**config.mk**
```make
export PLATFORM = sky130hd
export DESIGN_NAME = sorted_list_adjust_reposition_top_flat
export DESIGN_NICKNAME = d
export VERILOG_FILES = /design/src/rtl/core/slar_pkg.sv /design/src/rtl/core/slar_if.sv /design/src/rtl/core/slar_alu.sv /design/src/rtl/core/sorted_list_adjust_reposition_top.sv /design/src/flat_wrapper.sv
export VERILOG_INCLUDE_DIRS = /design/src /design/src/rtl/core
export SDC_FILE = /design/constraint.sdc
export NUM_CORES = 2
export LEC_CHECK = 0
export BUFFER_PORTS_ARGS = -buffer_cell sky130_fd_sc_hd__buf_2
export CAP_MARGIN = 10
export CELL_PAD_IN_SITES_DETAIL_PLACEMENT = 1
export CELL_PAD_IN_SITES_GLOBAL_PLACEMENT = 1
export CORE_ASPECT_RATIO = 0.6
export CORE_UTILIZATION = 40
export DETAILED_ROUTE_END_ITERATION = 8
export MAX_ROUTING_LAYER = met4
export PLACE_DENSITY = 0.66
export SYNTH_ARGS = -nofsm -noshare
export SYNTH_HDL_FRONTEND = slang
export SYNTH_SLANG_ARGS = --single-unit
```
**constraint.sdc**
```tcl
create_clock -name clk_i -period 10.6 [get_ports clk_i]
set_input_delay 1.06 -clock clk_i [delete_from_list [all_inputs] [get_ports clk_i]]
set_output_delay 1.06 -clock clk_i [all_outputs]
set_load 0.005 [all_outputs]
```
**src/rtl/core/sorted_list_adjust_reposition_top_defines.svh**
```systemverilog
// ----------------------------------------------------------------------------
// sorted_list_adjust_reposition_top_defines
// Assertion macros for the sorted list block, clocked on clk_i and disabled
// while rst_ni is low.
// ----------------------------------------------------------------------------
`ifndef SORTED_LIST_ADJUST_REPOSITION_TOP_DEFINES_SVH
`define SORTED_LIST_ADJUST_REPOSITION_TOP_DEFINES_SVH
`ifndef SYNTH
`define SLAR_ASSERT(lbl, prop) \
  lbl: assert property (@(posedge clk_i) disable iff (!rst_ni) prop) \
    else $error("sorted list assertion failed");
`define SLAR_ASSERT_NEXT(lbl, ante, cons) \
  `SLAR_ASSERT(lbl, ante |=> cons)
`else
`define SLAR_ASSERT(lbl, prop)
`define SLAR_ASSERT_NEXT(lbl, ante, cons)
`endif
`endif

```
**src/rtl/core/slar_pkg.sv**
```systemverilog
// ----------------------------------------------------------------------------
// slar_pkg
// Shared constants and types of the sorted list adjust block.
// ----------------------------------------------------------------------------
`default_nettype none

package slar_pkg;

  localparam int unsigned SLAR_MAX_ENTRIES = 32;
  localparam int unsigned SLAR_VALUE_BITS  = 32;

  localparam int unsigned FIELD_W  = 32;
  localparam int unsigned POS_W    = 5;
  localparam int unsigned OP_W     = 2;
  localparam int unsigned STATUS_W = 2;

  localparam logic [OP_W-1:0] OP_APPEND = 2'd0;
  localparam logic [OP_W-1:0] OP_ADJUST = 2'd1;
  localparam logic [OP_W-1:0] OP_CLEAR  = 2'd2;

  localparam logic [STATUS_W-1:0] ST_OK    = 2'd0;
  localparam logic [STATUS_W-1:0] ST_RANGE = 2'd1;
  localparam logic [STATUS_W-1:0] ST_FULL  = 2'd2;

  typedef struct packed {
    logic gt;
    logic lt;
  } slar_cmp_t;

endpackage

`default_nettype wire

```
**src/rtl/core/slar_if.sv**
```systemverilog
// ----------------------------------------------------------------------------
// slar_if
// Request and response channels of the sorted list adjust block.
// ----------------------------------------------------------------------------
`default_nettype none

interface slar_req_if import slar_pkg::*; ();
  logic                       valid;
  logic                       ready;
  logic [OP_W-1:0]            op;
  logic signed [FIELD_W-1:0]  value;
  logic [POS_W-1:0]           position;
  logic signed [FIELD_W-1:0]  delta;

  modport source (output valid, op, value, position, delta, input ready);
  modport sink   (input valid, op, value, position, delta, output ready);
endinterface

interface slar_rsp_if import slar_pkg::*; ();
  logic                       valid;
  logic                       ready;
  logic signed [FIELD_W-1:0]  item;
  logic [POS_W-1:0]           slot;
  logic                       last;
  logic [STATUS_W-1:0]        status;

  modport source (output valid, item, slot, last, status, input ready);
  modport sink   (input valid, item, slot, last, status, output ready);
endinterface

`default_nettype wire

```
**src/rtl/core/slar_alu.sv**
```systemverilog
// ----------------------------------------------------------------------------
// slar_alu
// Shared adder and signed comparator used by the fetch and walk steps of the sequencer.
// ----------------------------------------------------------------------------
`default_nettype none

module slar_alu import slar_pkg::*; #(
  parameter int unsigned VALUE_BITS = SLAR_VALUE_BITS
) (
  input  logic [VALUE_BITS-1:0] a_i,
  input  logic [VALUE_BITS-1:0] b_i,
  output logic [VALUE_BITS-1:0] sum_o,
  output slar_cmp_t             cmp_o
);

  // sum wraps at the value width
  assign sum_o    = a_i + b_i;
  assign cmp_o.gt = $signed(a_i) > $signed(b_i);
  assign cmp_o.lt = $signed(a_i) < $signed(b_i);

endmodule

`default_nettype wire

```
**src/rtl/core/sorted_list_adjust_reposition_top.sv**
```systemverilog
// ----------------------------------------------------------------------------
// sorted_list_adjust_reposition_top
// Bounded ordered list with append, clear and adjust-and-reposition.
// ----------------------------------------------------------------------------
//  channel  dir  payload                           transfer
//  req_i    in   op, value, position, delta        valid && ready
//  rsp_o    out  item, slot, last, status          valid && ready
//
//  append, clear and a rejected adjust complete in idle.
//  an adjust fetches the entry and adds delta, then walks it with c compare
//  steps (entries moved past, plus one for each walk that ends on a
//  neighbour; at most n - 1 for a list of n entries), writes it and emits
//  all n entries, paced by the single memory read port and shared comparator.
//  after reset the list is empty; the entry memory is not cleared.
//  a stalled response holds the sequencer; requests wait while it is busy.
// ----------------------------------------------------------------------------
`default_nettype none
`include "sorted_list_adjust_reposition_top_defines.svh"

module sorted_list_adjust_reposition_top import slar_pkg::*; #(
  parameter int unsigned MAX_ENTRIES = SLAR_MAX_ENTRIES,
  parameter int unsigned VALUE_BITS  = SLAR_VALUE_BITS
) (
  input  logic        clk_i,
  input  logic        rst_ni,
  slar_req_if.sink    req_i,
  slar_rsp_if.source  rsp_o
);

  localparam int unsigned AW = $clog2(MAX_ENTRIES);
  localparam int unsigned CW = $clog2(MAX_ENTRIES + 1);
  localparam int unsigned XW = CW + 1;
  localparam int unsigned PW = (CW > POS_W) ? CW : POS_W;

  typedef enum logic [5:0] {
    S_IDLE  = 6'b000001,
    S_FETCH = 6'b000010,
    S_UP    = 6'b000100,
    S_DOWN  = 6'b001000,
    S_WRITE = 6'b010000,
    S_EMIT  = 6'b100000
  } state_e;

  function automatic logic [FIELD_W-1:0] item_of(input logic [VALUE_BITS-1:0] v);
    item_of = FIELD_W'(v);
  endfunction

  state_e                state_q, state_d;
  logic [CW-1:0]         count_q, count_d;
  logic [AW-1:0]         pos_q, pos_d;
  logic [AW-1:0]         p_q, p_d;
  logic [VALUE_BITS-1:0] delta_q, delta_d;
  logic [VALUE_BITS-1:0] v_q, v_d;
  logic [CW-1:0]         e_iss_q, e_iss_d;
  logic [CW-1:0]         e_out_q, e_out_d;
  logic                  pend_q, pend_d;

  // entry memory
  logic [VALUE_BITS-1:0] mem_q [MAX_ENTRIES];
  logic [VALUE_BITS-1:0] rdata_q;
  logic                  we, ren;
  logic [AW-1:0]         waddr, raddr;
  logic [VALUE_BITS-1:0] wdata;

  // response register
  logic                  out_valid_q;
  logic [FIELD_W-1:0]    out_item_q;
  logic [POS_W-1:0]      out_slot_q;
  logic                  out_last_q;
  logic [STATUS_W-1:0]   out_status_q;
  logic                  out_load;
  logic [FIELD_W-1:0]    ld_item;
  logic [POS_W-1:0]      ld_slot;
  logic                  ld_last;
  logic [STATUS_W-1:0]   ld_status;
  logic                  out_free;

  logic [VALUE_BITS-1:0] val_ext, dlt_ext;
  logic [VALUE_BITS-1:0] alu_b, alu_sum;
  slar_cmp_t             alu_cmp;
  logic                  consume, issue;

  assign val_ext = VALUE_BITS'(req_i.value);
  assign dlt_ext = VALUE_BITS'(req_i.delta);

  assign alu_b = (state_q == S_FETCH) ? delta_q : v_q;

  slar_alu #(
    .VALUE_BITS (VALUE_BITS)
  ) u_alu (
    .a_i   (rdata_q),
    .b_i   (alu_b),
    .sum_o (alu_sum),
    .cmp_o (alu_cmp)
  );

  assign out_free    = !out_valid_q || rsp_o.ready;
  assign req_i.ready = (state_q == S_IDLE) && out_free;

  assign consume = (state_q == S_EMIT) && pend_q && out_free;
  assign issue   = (state_q == S_EMIT) && (e_iss_q < count_q) && (!pend_q || consume);

  always_comb begin
    state_d   = state_q;
    count_d   = count_q;
    pos_d     = pos_q;
    p_d       = p_q;
    delta_d   = delta_q;
    v_d       = v_q;
    e_iss_d   = e_iss_q;
    e_out_d   = e_out_q;
    pend_d    = pend_q;
    we        = 1'b0;
    waddr     = '0;
    wdata     = '0;
    ren       = 1'b0;
    raddr     = '0;
    out_load  = 1'b0;
    ld_item   = '0;
    ld_slot   = '0;
    ld_last   = 1'b0;
    ld_status = ST_OK;

    unique case (state_q)
      S_IDLE: begin
        if (req_i.valid && req_i.ready) begin
          case (req_i.op)
            OP_APPEND: begin
              out_load = 1'b1;
              ld_item  = item_of(val_ext);
              ld_last  = 1'b1;
              if (count_q == CW'(MAX_ENTRIES)) begin
                ld_status = ST_FULL;
              end else begin
                we      = 1'b1;
                waddr   = count_q[AW-1:0];
                wdata   = val_ext;
                ld_slot = POS_W'(count_q);
                count_d = count_q + 1'b1;
              end
            end
            OP_ADJUST: begin
              if (PW'(req_i.position) >= PW'(count_q)) begin
                out_load  = 1'b1;
                ld_slot   = req_i.position;
                ld_last   = 1'b1;
                ld_status = ST_RANGE;
              end else begin
                pos_d   = AW'(req_i.position);
                p_d     = AW'(req_i.position);
                delta_d = dlt_ext;
                ren     = 1'b1;
                raddr   = AW'(req_i.position);
                state_d = S_FETCH;
              end
            end
            OP_CLEAR: count_d = '0;
            default: ;
          endcase
        end
      end
      S_FETCH: begin
        v_d = alu_sum;
        if (pos_q != '0) begin
          ren     = 1'b1;
          raddr   = pos_q - 1'b1;
          state_d = S_UP;
        end else if (XW'(pos_q) + 1'b1 < XW'(count_q)) begin
          ren     = 1'b1;
          raddr   = pos_q + 1'b1;
          state_d = S_DOWN;
        end else begin
          state_d = S_WRITE;
        end
      end
      S_UP: begin
        // rdata holds the entry just above p
        if (alu_cmp.gt) begin
          we    = 1'b1;
          waddr = p_q;
          wdata = rdata_q;
          p_d   = p_q - 1'b1;
          if (XW'(p_q) > XW'(1)) begin
            ren   = 1'b1;
            raddr = p_q - 1'b1 - 1'b1;
          end else begin
            state_d = S_WRITE;
          end
        end else if (p_q == pos_q && XW'(pos_q) + 1'b1 < XW'(count_q)) begin
          // did not move up, try toward the tail
          ren     = 1'b1;
          raddr   = pos_q + 1'b1;
          state_d = S_DOWN;
        end else begin
          state_d = S_WRITE;
        end
      end
      S_DOWN: begin
        if (alu_cmp.lt) begin
          we    = 1'b1;
          waddr = p_q;
          wdata = rdata_q;
          p_d   = p_q + 1'b1;
          if (XW'(p_q) + XW'(2) < XW'(count_q)) begin
            ren   = 1'b1;
            raddr = p_q + 1'b1 + 1'b1;
          end else begin
            state_d = S_WRITE;
          end
        end else begin
          state_d = S_WRITE;
        end
      end
      S_WRITE: begin
        we      = 1'b1;
        waddr   = p_q;
        wdata   = v_q;
        e_iss_d = '0;
        e_out_d = '0;
        pend_d  = 1'b0;
        state_d = S_EMIT;
      end
      S_EMIT: begin
        if (issue) begin
          ren     = 1'b1;
          raddr   = e_iss_q[AW-1:0];
          e_iss_d = e_iss_q + 1'b1;
        end
        if (consume) begin
          out_load = 1'b1;
          ld_item  = item_of(rdata_q);
          ld_slot  = POS_W'(e_out_q);
          ld_last  = (e_out_q + 1'b1) == count_q;
          e_out_d  = e_out_q + 1'b1;
          if (ld_last) begin
            state_d = S_IDLE;
          end
        end
        pend_d = issue || (pend_q && !consume);
      end
      default: state_d = S_IDLE;
    endcase
  end

  always_ff @(posedge clk_i or negedge rst_ni) begin
    if (!rst_ni) begin
      state_q     <= S_IDLE;
      count_q     <= '0;
      e_iss_q     <= '0;
      e_out_q     <= '0;
      pend_q      <= 1'b0;
      out_valid_q <= 1'b0;
    end else begin
      state_q <= state_d;
      count_q <= count_d;
      e_iss_q <= e_iss_d;
      e_out_q <= e_out_d;
      pend_q  <= pend_d;
      if (out_load) begin
        out_valid_q <= 1'b1;
      end else if (rsp_o.ready) begin
        out_valid_q <= 1'b0;
      end
    end
  end

  always_ff @(posedge clk_i) begin
    pos_q   <= pos_d;
    p_q     <= p_d;
    delta_q <= delta_d;
    v_q     <= v_d;
    if (out_load) begin
      out_item_q   <= ld_item;
      out_slot_q   <= ld_slot;
      out_last_q   <= ld_last;
      out_status_q <= ld_status;
    end
  end

  always_ff @(posedge clk_i) begin
    if (we) begin
      mem_q[waddr] <= wdata;
    end
  end

  always_ff @(posedge clk_i) begin
    if (ren) begin
      rdata_q <= mem_q[raddr];
    end
  end

  assign rsp_o.valid  = out_valid_q;
  assign rsp_o.item   = out_item_q;
  assign rsp_o.slot   = out_slot_q;
  assign rsp_o.last   = out_last_q;
  assign rsp_o.status = out_status_q;

  `SLAR_ASSERT(a_count_bound, XW'(count_q) <= XW'(MAX_ENTRIES))
  `SLAR_ASSERT(a_up_above_pos, (state_q == S_UP) |-> (p_q <= pos_q))
  `SLAR_ASSERT(a_down_in_list, (state_q == S_DOWN) |-> (XW'(p_q) + 1'b1 < XW'(count_q)))
  `SLAR_ASSERT(a_pend_order, pend_q |-> (e_out_q < e_iss_q))
  `SLAR_ASSERT_NEXT(a_last_ends_run, consume && ld_last, state_q == S_IDLE)

endmodule

`default_nettype wire

```
**src/flat_wrapper.sv**
```systemverilog
// flat-port wrapper written by rule: the top's interface ports become plain ports
module sorted_list_adjust_reposition_top_flat import slar_pkg::*;
#(
  parameter int unsigned MAX_ENTRIES = SLAR_MAX_ENTRIES,
  parameter int unsigned VALUE_BITS  = SLAR_VALUE_BITS
)
  (clk_i, rst_ni, req_i_valid, req_i_op, req_i_value, req_i_position, req_i_delta, req_i_ready, rsp_o_valid, rsp_o_item, rsp_o_slot, rsp_o_last, rsp_o_status, rsp_o_ready);
  slar_req_if req_i_i ();
  slar_rsp_if rsp_o_i ();
  input  logic clk_i;
  input  logic rst_ni;
  input wire logic [$bits(req_i_i.valid)-1:0] req_i_valid;
  input wire logic [$bits(req_i_i.op)-1:0] req_i_op;
  input wire logic [$bits(req_i_i.value)-1:0] req_i_value;
  input wire logic [$bits(req_i_i.position)-1:0] req_i_position;
  input wire logic [$bits(req_i_i.delta)-1:0] req_i_delta;
  output wire logic [$bits(req_i_i.ready)-1:0] req_i_ready;
  output wire logic [$bits(rsp_o_i.valid)-1:0] rsp_o_valid;
  output wire logic [$bits(rsp_o_i.item)-1:0] rsp_o_item;
  output wire logic [$bits(rsp_o_i.slot)-1:0] rsp_o_slot;
  output wire logic [$bits(rsp_o_i.last)-1:0] rsp_o_last;
  output wire logic [$bits(rsp_o_i.status)-1:0] rsp_o_status;
  input wire logic [$bits(rsp_o_i.ready)-1:0] rsp_o_ready;
  assign req_i_i.valid = req_i_valid;
  assign req_i_i.op = req_i_op;
  assign req_i_i.value = req_i_value;
  assign req_i_i.position = req_i_position;
  assign req_i_i.delta = req_i_delta;
  assign req_i_ready = req_i_i.ready;
  assign rsp_o_valid = rsp_o_i.valid;
  assign rsp_o_item = rsp_o_i.item;
  assign rsp_o_slot = rsp_o_i.slot;
  assign rsp_o_last = rsp_o_i.last;
  assign rsp_o_status = rsp_o_i.status;
  assign rsp_o_i.ready = rsp_o_ready;
  sorted_list_adjust_reposition_top #(.MAX_ENTRIES(MAX_ENTRIES), .VALUE_BITS(VALUE_BITS)) u_core (.clk_i(clk_i), .rst_ni(rst_ni), .req_i(req_i_i), .rsp_o(rsp_o_i));
endmodule
```
==> flow_metrics.env <==
export IMPL_firstDrtPassIters=8
export IMPL_setup_viol=0
export IMPL_ir_worst_vdd_v=0.000174
export IMPL_worst_pin_slew_ns=1.30
export IMPL_synthArstFlopShare=0.0217
export IMPL_hpwl_mm=110
export IMPL_p_int_uw=8100
export IMPL_grt_pass1_wl_mm=256
export IMPL_htree_num_levels=3
export IMPL_ys_seq_area_frac=0.674
export IMPL_min_path_type="in2async"
export IMPL_area_growth_syn_to_layout_pct=12.3
export IMPL_grt_max_degree=133
export IMPL_ios=117
export IMPL_cts_tree="yes"
export IMPL_coreArea_sq_mm=0.132
export IMPL_critPathArrivalTime_ns=9.31
export IMPL_drc=0
export IMPL_clock_latency_ns=0.76
export IMPL_power_density_mw_per_mm2=188
export IMPL_viasPerCell=6.22
export IMPL_status="complete, no violations"
export IMPL_drive_gt1_frac=0.128
export IMPL_grtUsageMet3=0.0621
export IMPL_drt_iter0_markers=4813
export IMPL_pwr_share_comb=0.150
export IMPL_r2r_end="u_core.rdata_q[6]"
export IMPL_cap_violations=0
export IMPL_die_y_um=284
export IMPL_switchingPower_uw=3130
export IMPL_top_usage_layer="met1"
export IMPL_syn_area_sq_mm=0.0531
export IMPL_post_synth_num_cell_types=93
export IMPL_antenna_found_initial=6
export IMPL_fmax_mhz=114
export IMPL_vias=35515
export IMPL_yosysWarnings=0
export IMPL_first_global_vias=35009
export IMPL_worstReg2RegStart="u_core.state_q[2]"
export IMPL_cts_made_buffers=107
export IMPL_finalClockSkew_ns=0.0472
export IMPL_seqPwrFrac=0.492
export IMPL_synth_largest_area_cell="edfxtp_1"
export IMPL_final_util=0.453
export IMPL_avgSynthCellArea_sq_um=14.1
export IMPL_routedWlPerCell_um=31.1
export IMPL_rrSetupSlack_ns=1.82
export IMPL_p_leak_uw=0.0211
export IMPL_critPathRequiredTime_ns=11.13
export IMPL_gr_total_overflow=0
export IMPL_fin_crit_sh=0.828
export IMPL_synth_top_area_share=0.662
export IMPL_ant_nets=0
export IMPL_n_fill_cell=13139
export IMPL_synth_fp_nets=3955
export IMPL_slew_limit_headroom=0.134
export IMPL_finalSetupTns_ns=0
export IMPL_synthTopCellsByArea="edfxtp_1, mux2i_1, o21ai_0"
export IMPL_rsz0062_at_grt="false"
export IMPL_critPathKind="reg2reg"
export IMPL_worst_path_max_fanout=42
export IMPL_pwr_share_clk=0.358
export IMPL_worstSetupStartpointType="flop"
export IMPL_wl_mm=178
export IMPL_place_congestion=0.902
export IMPL_post_cts_buffers=0
export IMPL_die_x_um=472
export IMPL_clk_path_buf_depth=3
export IMPL_fin_nets=4002
export IMPL_switching_share=0.279
export IMPL_fin_crit_ns=8.78
export IMPL_placement_io_buffers=116
export IMPL_rows=103
export IMPL_cts_hold_buf=0
export IMPL_synth_seq_cells=1196
export IMPL_root_buffer="clkbuf_16"
export IMPL_met2_usage=0.347
export IMPL_use_met1=0.418
export IMPL_endpoint_kind="flop"
export IMPL_hold_violations=0
export IMPL_grt_usage=0.268
export IMPL_dieArea_sq_mm=0.134
export IMPL_cts_reportedPaths_clkPinSlew_ns=0.07
export IMPL_cts_sinks=1196
export IMPL_synthCells=3779
export IMPL_r2r_worst_path_cells=19
export IMPL_post_cts_resize_count=0
export IMPL_synth_edf_count=1170
export IMPL_start_util=0.404
export IMPL_ys_flop_type="edfxtp_1"
export IMPL_drv_slew=0
## power by group through the flow
| stage | sequential (uW) | clock (uW) | combinational (uW) |
|---|---|---|---|
| after floorplan | 5530 | 0 | 1080 |
| after global placement | 5620 | 0 | 1620 |
| after detailed placement | 5620 | 0 | 1650 |
| after CTS | 5520 | 4060 | 1660 |
| after global routing | 5530 | 4220 | 1800 |
| final | 5530 | 4020 | 1690 |
## stage by stage
stage               setup WS [ns]  total power, uW  instances  hold WS, ns  area (sq um)
global route                 1.38            11500       5706        0.393         59600
CTS                          2.04            11200       5703        0.360         59600
finish                       1.82            11200       5707        0.372         59600
global placement             2.33             7230       5502        0.508         56100
floorplan                    2.88             6610       3779        0.491         53100
detailed placement           2.10             7270       5502        0.523         56100
## worst max path at each step
stage	start	end	depth (start not counted)	slack (ns)
floorplan	u_core.state_q[2]	u_core.mem_q[22][0]	20	2.88
global placement	u_core.state_q[2]	u_core.rdata_q[20]	19	2.33
detailed placement	u_core.state_q[2]	u_core.rdata_q[6]	19	2.10
CTS	u_core.state_q[2]	u_core.rdata_q[6]	19	2.04
global route	u_core.state_q[2]	u_core.rdata_q[6]	19	1.38
finish	u_core.state_q[2]	u_core.rdata_q[6]	19	1.82
## final cells by class
class	count	area, sq um	share of cell area
Antenna cell	4	10.0	0.000168
Clock buffer	124	2750	0.0461
Clock inverter	77	787	0.0132
Inverter	114	428	0.00718
Multi-Input combinational cell	2184	16200	0.271
Sequential cell	1196	35800	0.600
Tap cell	1785	2230	0.0375
Timing Repair Buffer	223	1470	0.0247
## per-layer routing
layer,routed length (um),up-vias
met1,85100,18523
li1,-,15023
met5,0,-
met3,18000,192
met4,3250,0
met2,71400,1777
## state kept, by name, indices dropped and copies added (netlist names), 32 cells and up
| signal | count |
|---|---|
| u_core.mem_q | 1024 |
| u_core.delta_q | 32 |
| u_core.rdata_q | 32 |
| u_core.rsp_o.item | 32 |
| u_core.v_q | 32 |
## cell families (layout without fill, tap and decap cells)
group,after synthesis,after routing,share of synthesized area
buf+inv,399,538,0.0307
compound gates,834,834,0.111
mux,389,389,0.0741
xor+xnor,69,69,0.0114
simple gates,791,791,0.0753
flops,1196,1196,0.674
other cells,0,4,0
fa+ha+maj,101,101,0.0239
## synth_stat cells (14+ instances only)
library cell / instances
edfxtp_1: 1170
mux2i_1: 358
o21ai_0: 263
nand2_1: 223
clkbuf_1: 194
nand3_1: 166
inv_1: 113
nand4_1: 108
ha_1: 100
nor2_1: 99
o22ai_1: 89
a22oi_1: 73
buf_2: 57
a21oi_1: 49
nor3_1: 49
xnor2_1: 45
o2111ai_1: 39
nor4_1: 37
a32oi_1: 36
a22o_1: 35
a222oi_1: 31
mux2_2: 30
o311a_1: 29
o32a_1: 28
a211oi_1: 26
dfrtp_1: 25
xor2_1: 24
and3_1: 21
buf_1: 20
o41ai_1: 19
o21bai_1: 14
## cells in the final DEF, fill, tap and decap left out, types with 12 or more instances in the layout
master,synthesis,layout
buf_4,12,100
o41ai_1,19,19
clkbuf_16,0,107
o21ai_0,263,263
clkinv_2,0,26
nor2_1,99,64
nor3_1,49,49
xor2_1,24,24
a22oi_1,73,71
a32oi_1,36,36
xnor2_1,45,45
clkbuf_1,194,16
o2111ai_1,39,39
mux2_2,30,30
nor4_1,37,36
a22o_1,35,35
nand4_1,108,108
buf_2,57,116
nand3_1,166,164
nand2_1,223,220
inv_1,113,112
a21oi_1,49,47
o22ai_1,89,89
clkinv_1,1,29
o311a_1,29,29
dfrtp_1,25,25
ha_1,100,100
and3_1,21,20
o21bai_1,14,14
o32a_1,28,28
nor2_4,0,36
mux2i_1,358,356
a211oi_1,26,26
bufinv_16,0,12
edfxtp_1,1170,1170
a222oi_1,31,31
## worst max-delay path, cell delays in order, from the launching register on
cell       delay, ns
dfrtp_1         0.43
or4_4           0.58
or2_2           0.33
inv_2           0.73
nand2_1         0.12
nand2_1         0.11
ha_1            0.33
nand4bb_1       0.69
nor4_2          0.62
nand3_1         0.18
o2111a_1        0.35
a31oi_1         0.64
o211a_1         0.74
or4_4           0.43
buf_4           0.60
buf_4           0.72
mux2i_1         0.17
mux2i_1         0.21
o22ai_1         0.14
nor4_1          0.33
(Power assumes the default switching activity.)
